<file path="config.mk">
export PLATFORM = sky130hd
export DESIGN_NAME = fixed_slot_pool_allocator_top
export DESIGN_NICKNAME = d
export VERILOG_FILES = /design/src/hw/rtl/fspa_pkg.sv /design/src/hw/rtl/fixed_slot_pool_allocator_top.sv /design/src/hw/rtl/fspa_ram.sv
export SDC_FILE = /design/constraint.sdc
export NUM_CORES = 2
export LEC_CHECK = 0
export ABC_CLOCK_PERIOD_IN_PS = 36800
export BUFFER_PORTS_ARGS = -buffer_cell sky130_fd_sc_hd__buf_2
export CAP_MARGIN = 40
export CORE_MARGIN = 2
export CORE_UTILIZATION = 31
export CTS_CLUSTER_DIAMETER = 80
export DETAILED_ROUTE_END_ITERATION = 6
export GPL_TIMING_DRIVEN = 0
export PLACE_DENSITY = 0.57
export REMOVE_ABC_BUFFERS = 1
export SLEW_MARGIN = 40
export SYNTH_ARGS = -nofsm -noshare
export SYNTH_HDL_FRONTEND = slang
export SYNTH_HIERARCHICAL = 1
export SYNTH_SLANG_ARGS = --single-unit
</file>
<file path="constraint.sdc">
create_clock -name aclk -period 36.8 [get_ports aclk]
set_clock_uncertainty 0.15 [all_clocks]
set_input_delay 5.52 -clock aclk [delete_from_list [all_inputs] [get_ports aclk]]
set_output_delay 5.52 -clock aclk [all_outputs]
set_load 0.1 [all_outputs]
</file>
<file path="src/hw/rtl/fspa_pkg.sv">
// shared constants and types for the fixed slot pool allocator
`timescale 1ns / 1ps

package fspa_pkg;

    // configuration register widths and indexes
    localparam int OBJ_BYTES_W   = 13;
    localparam int SLOT_COUNT_W  = 9;
    localparam int CFG_ADDR_W    = 1;
    localparam int CFG_DATA_W    = 13;

    localparam logic [CFG_ADDR_W-1:0] REG_OBJECT_BYTES = 1'b0;
    localparam logic [CFG_ADDR_W-1:0] REG_SLOT_COUNT   = 1'b1;

    localparam logic [OBJ_BYTES_W-1:0]  OBJ_BYTES_RESET  = 13'd16;
    localparam logic [SLOT_COUNT_W-1:0] SLOT_COUNT_RESET = 9'd256;
    localparam logic [OBJ_BYTES_W-1:0]  OBJ_BYTES_MIN    = 13'd4;
    localparam logic [OBJ_BYTES_W-1:0]  OBJ_BYTES_MAX    = 13'd4096;

    // payload widths
    localparam int OFFSET_W      = 20;   // signed word offset of a freed pointer
    localparam int DIV_W         = 19;   // magnitude bits of a non-negative offset
    localparam int SLOT_OFFSET_W = 18;   // word offset of an allocated slot
    localparam int STEP_W        = 11;   // slot size in words, 1 to 1024
    localparam int S_TDATA_W     = 24;
    localparam int S_TUSER_W     = 2;
    localparam int M_TDATA_W     = 24;
    localparam int M_TUSER_W     = 2;
    localparam int DIV_CNT_W     = 5;

    // request kinds
    localparam logic OP_ALLOC = 1'b0;
    localparam logic OP_FREE  = 1'b1;

    // result status codes
    typedef logic [1:0] status_t;
    localparam status_t STATUS_OK      = 2'd0;
    localparam status_t STATUS_INVALID = 2'd1;
    localparam status_t STATUS_ALREADY = 2'd2;
    localparam status_t STATUS_EMPTY   = 2'd3;

endpackage

</file>
<file path="src/hw/rtl/fixed_slot_pool_allocator_top.sv">
// fixed slot pool allocator: free list of equal slots with validated and checked frees
`timescale 1ns / 1ps
//
//  channel   dir  handshake          content
//  s_        in   s_tvalid/s_tready  tuser: opcode, null_pointer; tdata: word_offset,
//                                    check_double_free
//  m_        out  m_tvalid/m_tready  tuser: status; tdata: slot_offset
//  cfg_      in   cfg_we             cfg_addr selects object_bytes or slot_count
//
//  allocate runs the head check and multiply, then the link read, then the result hand-off.
//  an unchecked free runs the 19-step divider, the alignment and range check and the push;
//  a checked free also walks the list links before the push, up to SLOTS of them.
//  after reset and after every config write the link store is rebuilt by a sweep over
//  all SLOTS entries, one entry per cycle; s_tready stays low during the sweep.
//  one item is in flight at a time; a stalled result holds in the output register.

module fixed_slot_pool_allocator_top #(
    parameter int SLOTS = 256
) (
    input  logic                               aclk,
    input  logic                               aresetn,
    // request beat
    input  logic                               s_tvalid,
    output logic                               s_tready,
    input  logic [fspa_pkg::S_TDATA_W-1:0]     s_tdata,  // [19:0] word_offset, [20] check_double_free
    input  logic [fspa_pkg::S_TUSER_W-1:0]     s_tuser,  // [0] opcode, [1] null_pointer
    // result beat
    output logic                               m_tvalid,
    input  logic                               m_tready,
    output logic [fspa_pkg::M_TDATA_W-1:0]     m_tdata,  // [17:0] slot_offset
    output logic [fspa_pkg::M_TUSER_W-1:0]     m_tuser,  // [1:0] status
    // configuration writes
    input  logic                               cfg_we,
    input  logic [fspa_pkg::CFG_ADDR_W-1:0]    cfg_addr,
    input  logic [fspa_pkg::CFG_DATA_W-1:0]    cfg_wdata
);

    import fspa_pkg::*;

    localparam int IDX_W  = $clog2(SLOTS);
    localparam int LINK_W = $clog2(SLOTS + 1);
    localparam int PROD_W = IDX_W + STEP_W;
    localparam logic [LINK_W-1:0] NULL_LINK = LINK_W'(SLOTS);
    localparam logic [IDX_W-1:0]  LAST_IDX  = IDX_W'(SLOTS - 1);

    typedef enum logic [8:0] {
        S_SWEEP = 9'b000000001,
        S_IDLE  = 9'b000000010,
        S_POP   = 9'b000000100,
        S_POPWB = 9'b000001000,
        S_DIV   = 9'b000010000,
        S_JUDGE = 9'b000100000,
        S_WALK  = 9'b001000000,
        S_PUSH  = 9'b010000000,
        S_RESP  = 9'b100000000
    } state_t;

    state_t state_reg, state_next;

    logic [OBJ_BYTES_W-1:0]   obj_bytes_reg;
    logic [SLOT_COUNT_W-1:0]  slot_count_reg;
    logic [LINK_W-1:0]        head_reg, head_next;
    logic [IDX_W-1:0]         sweep_cnt_reg, sweep_cnt_next;
    logic [IDX_W-1:0]         walk_cnt_reg, walk_cnt_next;
    logic                     walk_first_reg, walk_first_next;
    logic [DIV_W-1:0]         quo_reg, quo_next;
    logic [STEP_W-1:0]        rem_reg, rem_next;
    logic [DIV_CNT_W-1:0]     div_cnt_reg, div_cnt_next;
    logic                     check_reg, check_next;
    logic [LINK_W-1:0]        slot_reg, slot_next;
    status_t                  res_status_reg, res_status_next;
    logic [SLOT_OFFSET_W-1:0] res_offset_reg, res_offset_next;
    logic                     m_valid_reg, m_valid_next;
    status_t                  m_status_reg, m_status_next;
    logic [SLOT_OFFSET_W-1:0] m_offset_reg, m_offset_next;

    logic [OBJ_BYTES_W-1:0]   obj_clamp;
    logic [STEP_W-1:0]        step_words;
    logic [LINK_W-1:0]        n_slots;
    logic [LINK_W-1:0]        sweep_plus;
    logic [STEP_W-1:0]        trial;
    logic [PROD_W-1:0]        prod;
    logic [LINK_W-1:0]        walk_p;

    logic                     ram_we;
    logic [IDX_W-1:0]         ram_waddr;
    logic [LINK_W-1:0]        ram_wdata;
    logic                     ram_re;
    logic [IDX_W-1:0]         ram_raddr;
    logic [LINK_W-1:0]        ram_rdata;

    // next-slot link store
    fspa_ram #(
        .WIDTH (LINK_W),
        .DEPTH (SLOTS)
    ) u_links (
        .aclk  (aclk),
        .we    (ram_we),
        .waddr (ram_waddr),
        .wdata (ram_wdata),
        .re    (ram_re),
        .raddr (ram_raddr),
        .rdata (ram_rdata)
    );

    // slot size in words and pool size from the config registers
    always_comb begin
        if (obj_bytes_reg < OBJ_BYTES_MIN) begin
            obj_clamp = OBJ_BYTES_MIN;
        end else if (obj_bytes_reg > OBJ_BYTES_MAX) begin
            obj_clamp = OBJ_BYTES_MAX;
        end else begin
            obj_clamp = obj_bytes_reg;
        end
        step_words = STEP_W'((obj_clamp + OBJ_BYTES_W'(3)) >> 2);

        if (slot_count_reg == '0) begin
            n_slots = LINK_W'(1);
        end else if (OBJ_BYTES_W'(slot_count_reg) > OBJ_BYTES_W'(SLOTS)) begin
            n_slots = NULL_LINK;
        end else begin
            n_slots = LINK_W'(slot_count_reg);
        end
    end

    // combinational datapath pieces
    assign sweep_plus = LINK_W'(sweep_cnt_reg) + LINK_W'(1);
    assign trial      = {rem_reg[STEP_W-2:0], quo_reg[DIV_W-1]};
    assign prod       = PROD_W'(head_reg[IDX_W-1:0]) * PROD_W'(step_words);
    assign walk_p     = walk_first_reg ? head_reg : ram_rdata;

    // sequencer
    always_comb begin
        state_next      = state_reg;
        head_next       = head_reg;
        sweep_cnt_next  = sweep_cnt_reg;
        walk_cnt_next   = walk_cnt_reg;
        walk_first_next = walk_first_reg;
        quo_next        = quo_reg;
        rem_next        = rem_reg;
        div_cnt_next    = div_cnt_reg;
        check_next      = check_reg;
        slot_next       = slot_reg;
        res_status_next = res_status_reg;
        res_offset_next = res_offset_reg;
        m_valid_next    = m_valid_reg && !m_tready;
        m_status_next   = m_status_reg;
        m_offset_next   = m_offset_reg;
        ram_we          = 1'b0;
        ram_waddr       = '0;
        ram_wdata       = '0;
        ram_re          = 1'b0;
        ram_raddr       = '0;

        case (state_reg)
            // rebuild the list in ascending order
            S_SWEEP: begin
                ram_we    = 1'b1;
                ram_waddr = sweep_cnt_reg;
                ram_wdata = (sweep_plus < n_slots) ? sweep_plus : NULL_LINK;
                if (sweep_cnt_reg == LAST_IDX) begin
                    head_next  = '0;
                    state_next = S_IDLE;
                end else begin
                    sweep_cnt_next = sweep_cnt_reg + IDX_W'(1);
                end
            end
            // take a request and sort it
            S_IDLE: begin
                if (s_tvalid) begin
                    res_offset_next = '0;
                    if (s_tuser[0] == OP_ALLOC) begin
                        state_next = S_POP;
                    end else if (s_tuser[1] || s_tdata[OFFSET_W-1]) begin
                        res_status_next = STATUS_INVALID;
                        state_next      = S_RESP;
                    end else begin
                        quo_next     = s_tdata[DIV_W-1:0];
                        rem_next     = '0;
                        div_cnt_next = '0;
                        check_next   = s_tdata[OFFSET_W];
                        state_next   = S_DIV;
                    end
                end
            end
            // pop: read the head link and form the offset
            S_POP: begin
                if (head_reg >= NULL_LINK) begin
                    res_status_next = STATUS_EMPTY;
                    state_next      = S_RESP;
                end else begin
                    ram_re          = 1'b1;
                    ram_raddr       = head_reg[IDX_W-1:0];
                    res_offset_next = SLOT_OFFSET_W'(prod);
                    res_status_next = STATUS_OK;
                    state_next      = S_POPWB;
                end
            end
            S_POPWB: begin
                head_next  = ram_rdata;
                state_next = S_RESP;
            end
            // restoring divide, one quotient bit per cycle
            S_DIV: begin
                if (trial >= step_words) begin
                    rem_next = trial - step_words;
                    quo_next = {quo_reg[DIV_W-2:0], 1'b1};
                end else begin
                    rem_next = trial;
                    quo_next = {quo_reg[DIV_W-2:0], 1'b0};
                end
                div_cnt_next = div_cnt_reg + DIV_CNT_W'(1);
                if (div_cnt_reg == DIV_CNT_W'(DIV_W - 1)) begin
                    state_next = S_JUDGE;
                end
            end
            // alignment and range check on the slot number
            S_JUDGE: begin
                if (rem_reg != '0 || quo_reg >= DIV_W'(n_slots)) begin
                    res_status_next = STATUS_INVALID;
                    state_next      = S_RESP;
                end else begin
                    slot_next = LINK_W'(quo_reg);
                    if (check_reg) begin
                        walk_first_next = 1'b1;
                        walk_cnt_next   = '0;
                        state_next      = S_WALK;
                    end else begin
                        state_next = S_PUSH;
                    end
                end
            end
            // walk the free list, one link per cycle, bounded to SLOTS links
            S_WALK: begin
                if (walk_p >= NULL_LINK) begin
                    state_next = S_PUSH;
                end else if (walk_p == slot_reg) begin
                    res_status_next = STATUS_ALREADY;
                    state_next      = S_RESP;
                end else if (walk_cnt_reg == LAST_IDX) begin
                    state_next = S_PUSH;
                end else begin
                    ram_re          = 1'b1;
                    ram_raddr       = walk_p[IDX_W-1:0];
                    walk_cnt_next   = walk_cnt_reg + IDX_W'(1);
                    walk_first_next = 1'b0;
                end
            end
            // push the slot onto the head
            S_PUSH: begin
                ram_we          = 1'b1;
                ram_waddr       = slot_reg[IDX_W-1:0];
                ram_wdata       = head_reg;
                head_next       = slot_reg;
                res_status_next = STATUS_OK;
                state_next      = S_RESP;
            end
            // hand the result to the output register
            S_RESP: begin
                if (!m_valid_reg || m_tready) begin
                    m_valid_next  = 1'b1;
                    m_status_next = res_status_reg;
                    m_offset_next = res_offset_reg;
                    state_next    = S_IDLE;
                end
            end
            default: begin
                state_next = S_SWEEP;
            end
        endcase

        // any config write restarts the rebuild
        if (cfg_we) begin
            state_next     = S_SWEEP;
            sweep_cnt_next = '0;
        end
    end

    // control registers
    always_ff @(posedge aclk) begin
        if (!aresetn) begin
            state_reg      <= S_SWEEP;
            sweep_cnt_reg  <= '0;
            head_reg       <= '0;
            m_valid_reg    <= 1'b0;
            obj_bytes_reg  <= OBJ_BYTES_RESET;
            slot_count_reg <= SLOT_COUNT_RESET;
        end else begin
            state_reg     <= state_next;
            sweep_cnt_reg <= sweep_cnt_next;
            head_reg      <= head_next;
            m_valid_reg   <= m_valid_next;
            if (cfg_we) begin
                if (cfg_addr == REG_OBJECT_BYTES) begin
                    obj_bytes_reg <= cfg_wdata;
                end else begin
                    slot_count_reg <= cfg_wdata[SLOT_COUNT_W-1:0];
                end
            end
        end
    end

    // datapath registers
    always_ff @(posedge aclk) begin
        walk_cnt_reg   <= walk_cnt_next;
        walk_first_reg <= walk_first_next;
        quo_reg        <= quo_next;
        rem_reg        <= rem_next;
        div_cnt_reg    <= div_cnt_next;
        check_reg      <= check_next;
        slot_reg       <= slot_next;
        res_status_reg <= res_status_next;
        res_offset_reg <= res_offset_next;
        m_status_reg   <= m_status_next;
        m_offset_reg   <= m_offset_next;
    end

    // ports
    assign s_tready = (state_reg == S_IDLE);
    assign m_tvalid = m_valid_reg;
    assign m_tdata  = M_TDATA_W'(m_offset_reg);
    assign m_tuser  = m_status_reg;

    // one request at a time
    a_one_in_flight: assert property (@(posedge aclk) disable iff (!aresetn)
        (s_tvalid && s_tready) |=> !s_tready)
        else $error("request taken while another is in flight");

    // a config write always restarts the rebuild from entry zero
    a_cfg_rebuild: assert property (@(posedge aclk) disable iff (!aresetn)
        cfg_we |=> (state_reg == S_SWEEP && sweep_cnt_reg == '0))
        else $error("config write did not restart the rebuild");

    // only a slot inside the store is ever pushed
    a_push_in_range: assert property (@(posedge aclk) disable iff (!aresetn)
        (state_reg == S_PUSH) |-> (slot_reg < NULL_LINK))
        else $error("push of a slot outside the pool");

    // failed allocations and frees carry a zero offset
    a_zero_offset: assert property (@(posedge aclk) disable iff (!aresetn)
        ($rose(m_valid_reg) && m_status_reg != STATUS_OK) |-> (m_offset_reg == '0))
        else $error("non-zero offset on a failed request");

endmodule

</file>
<file path="src/hw/rtl/fspa_ram.sv">
// generic simple dual port ram with registered read
`timescale 1ns / 1ps

module fspa_ram #(
    parameter int WIDTH = 9,
    parameter int DEPTH = 256
) (
    input  logic                     aclk,
    input  logic                     we,
    input  logic [$clog2(DEPTH)-1:0] waddr,
    input  logic [WIDTH-1:0]         wdata,
    input  logic                     re,
    input  logic [$clog2(DEPTH)-1:0] raddr,
    output logic [WIDTH-1:0]         rdata
);

    logic [WIDTH-1:0] mem [DEPTH];

    // write port
    always_ff @(posedge aclk) begin
        if (we) begin
            mem[waddr] <= wdata;
        end
    end

    // registered read port
    always_ff @(posedge aclk) begin
        if (re) begin
            rdata <= mem[raddr];
        end
    end

endmodule

</file>
==> reports/results.txt <==
end of the worst register-to-register path = u_links/rdata[7]$_DFFE_PP_
Top-Level Pins = 73
register-to-register setup slack = 29260 ps
overall die area = 326000 um^2
clock-pin slew on the worst setup and hold paths = 70 ps
GP Congestion = 0.824
number of I/O port buffers = 63
post-cts gate resize count = 0
Static Leak = 34.3 nW
Hold Buf Count CTS = 0
vias in the first global route = 51800
most used standard cells in the synthesized netlist = sky130_fd_sc_hd__edfxtp_1, sky130_fd_sc_hd__mux4_2, sky130_fd_sc_hd__nor2_1
fraction of registers with async set/reset = 0
core region area = 321000 um^2
NumNets Final = 5689
number of buffers inserted to repair setup after CTS = 0
count of buffering cells on the critical path with inverters included = 2
Worst path max stage delay = 770 ps
number of routed nets with antenna violations = 0
count of warnings emitted by yosys = 6
launch point of the critical path = state_reg[5]$_SDFFE_PP0P_
leading cell type by number of instances after synthesis = sky130_fd_sc_hd__edfxtp_1
starting DRC count in detailed routing = 5242
root buffer cell = sky130_fd_sc_hd__clkbuf_16
DIE HEIGHT = 571 um
Netlist Area Pre-Place = 99700 um^2
end of the worst hold path = m_offset_reg[8]$_DFFE_PP_
required arrival time at the worst endpoint = 31130 ps
Reg-to-Reg Start = state_reg[3]$_SDFFE_PP0P_
fraction of synthesized cell area taken by the top area cell type = 0.725
via-per-instance ratio = 5.16
number of synthesized flops with an enable pin = 2407
startpoint of the tightest hold check path = res_offset_reg[8]$_SDFFCE_PN0P_
count of unresolved DRC violations after routing = 0
share of post-route cells with drive strength above 1 = 0.264
Synth Area in XOR/XNOR = 0.00465
pre-CTS setup slack = 28930 ps
ratio of total power to cell area = 49.2 nW/um^2
sum of routed wire length over all layers = 253000 um
area taken by flip-flops and latches = 73300 um^2
Cell Rows = 208
Worst setup SP type = register
clock latency on the worst-skew pair = 930 ps
area grow syn2layout = 17.1%
Worst Hold Path Cells = 0
number of buffers on the longest clock path = 4
Reg2Reg Depth = 17
largest net degree at the start of global routing = 61
crit end category = primary output
synthesized instance count = 5283
setup repair after global routing missed its margin = no
cells along the critical path = nor2_1 > nand3b_1 > or4b_2 > inv_1 > buf_2
Multi-input gate area = 25700 um^2
f_max = 113 MHz
worst slew margin relative to its limit = 0.382
cell type with the largest total area after synthesis = sky130_fd_sc_hd__edfxtp_1
final worst path period need = 8860 ps
worst-margin pin slew = 919 ps
number of buffers added by the clock tree synthesis step = 274
Sinks on Clock Net = 2456
final count of negative-setup-slack endpoints = 0
start-to-end type of the worst setup path = register to primary output
Non-Filler Instances = 10000
Final HPWL DP = 170000 um
overflow left after global routing = 0
number of cells on the critical path = 5
sum of negative setup slack = 0 ps
Design Power = 5.74 mW
largest cells by area after synthesis = sky130_fd_sc_hd__edfxtp_1, sky130_fd_sc_hd__mux4_2, sky130_fd_sc_hd__mux2i_1, sky130_fd_sc_hd__nor2_1, sky130_fd_sc_hd__a22oi_1
starting utilization of the core area = 0.311
number of placed cells counting well taps = 9549
Min-Delay Path Class = register to register
sequential-to-total area share from yosys stat = 0.735
number of filler instances in the final layout = 29400
VDD IR max = 0.0539 mV
DIE WIDTH = 571 um
unique cell type count in the Yosys netlist = 85
area share of and/or/nand/nor cells after synthesis = 0.0430
Max-Cap Viols = 0
Worst path slowest cell = sky130_fd_sc_hd__or4b_2
maximum fanout along the worst path = 6
dominant combinational cell family by area after synthesis = multiplexers
Initial DRT Pass Iterations = 7
design area = 117000 um^2
arrival time of data at the critical path endpoint = 3190 ps
share of the synthesized area in compound gates (AO/OA/AOI/OAI) = 0.0465
portion of netlist area occupied by mux cells = 0.131
average size of a mapped cell = 18.9 um^2
max-slew violation count = 0
adder and majority gate portion of the synthesized area = 0.0195
final hold violation count = 0
via count = 51600
flip-flop count of the largest register after layout = 2304
ys flop type = sky130_fd_sc_hd__edfxtp_1
CP delay by family, top = simple AND/OR/NAND/NOR gates
post-placement cell area = 108000 um^2
fraction of the cycle the final worst path needs = 0.241
overall routing resource usage = 0.153
CTS tree = built
post-synthesis sequential element count = 2456
routed wirelength normalized by instance count = 25.3 um
wire length of the first global-routing pass = 366000 um
final worst slack = 27940 ps
outcome = finished clean
antenna violations before repair = 4
CTS H-Tree Depth = 5
worst register-to-register path, delay by kind of cell (launching register included):
kind | cells | cell delay (ps)
AOI/OAI and AO/OA | 7 | 2820
and+or+nand+nor | 4 | 1920
buffers and inverters | 5 | 1400
muxes | 1 | 560
DFF | 1 | 350
how the worst max path moves through the flow:
stage,endpoint
final,s_tready
after CTS,s_tready
after global routing,s_tready
after detailed placement,s_tready
after global placement,u_links/rdata[7]$_DFFE_PP_
after floorplan,u_links/rdata[0]$_DFFE_PP_
kinds of logic after synthesis:
group,count (synthesis)
other,1
xor gates and xnor gates,53
buffers and inverters,394
DFF,2456
muxes,700
and+or+nand+nor,892
AOI/OAI and AO/OA,664
adders and majority gates,123
routing by layer:
metal | vias up | routed length (um) | share of wire | GRT usage
met2 | 1926 | 119000 | 0.47 | 0.241
li1 | 21900 | - | - | -
met5 | - | 0 | 0 | 0
met4 | 0 | 6400 | 0.025 | 0.0451
met3 | 354 | 19600 | 0.078 | 0.0318
met1 | 27400 | 108000 | 0.43 | 0.212
final cells by class:
cell class | instances | area share
tap | 4305 | 0.0461
inverter | 94 | 0.00303
sequential | 2456 | 0.628
timing repair buffer | 257 | 0.0307
clock buffer | 324 | 0.0614
clock inverter | 130 | 0.0106
antenna | 3 | 0.0000643
multi-input combinational | 2438 | 0.220
where the power goes:
group          switching (mW)  total (mW)  leakage [nW]  internal (mW)
Combinational          0.0583      0.0830          8.94         0.0247
Clock                    1.05        2.60          4.11           1.55
Sequential            0.00219        3.06          21.3           3.05
cells in the final DEF, fill, tap and decap left out, drive strengths merged, types with 54 or more instances in the layout:
cell type	count
nand2	138
a22oi	175
o22ai	66
nand3	62
edfxtp	2407
clkbuf	325
nor2	373
fa	54
buf	256
mux2i	185
a21oi	129
mux4	476
clkinv	95
inv	101
and2	79
ha	69
o21ai	63
metrics by stage:
stage | hold WS (ps) | utilization
after floorplan | 250 | -
after global placement | 258 | 0.323
after detailed placement | 257 | 0.338
after CTS | 271 | 0.364
after global routing | 279 | 0.364
final | 268 | 0.364
Power figures use the tool's default switching activity.
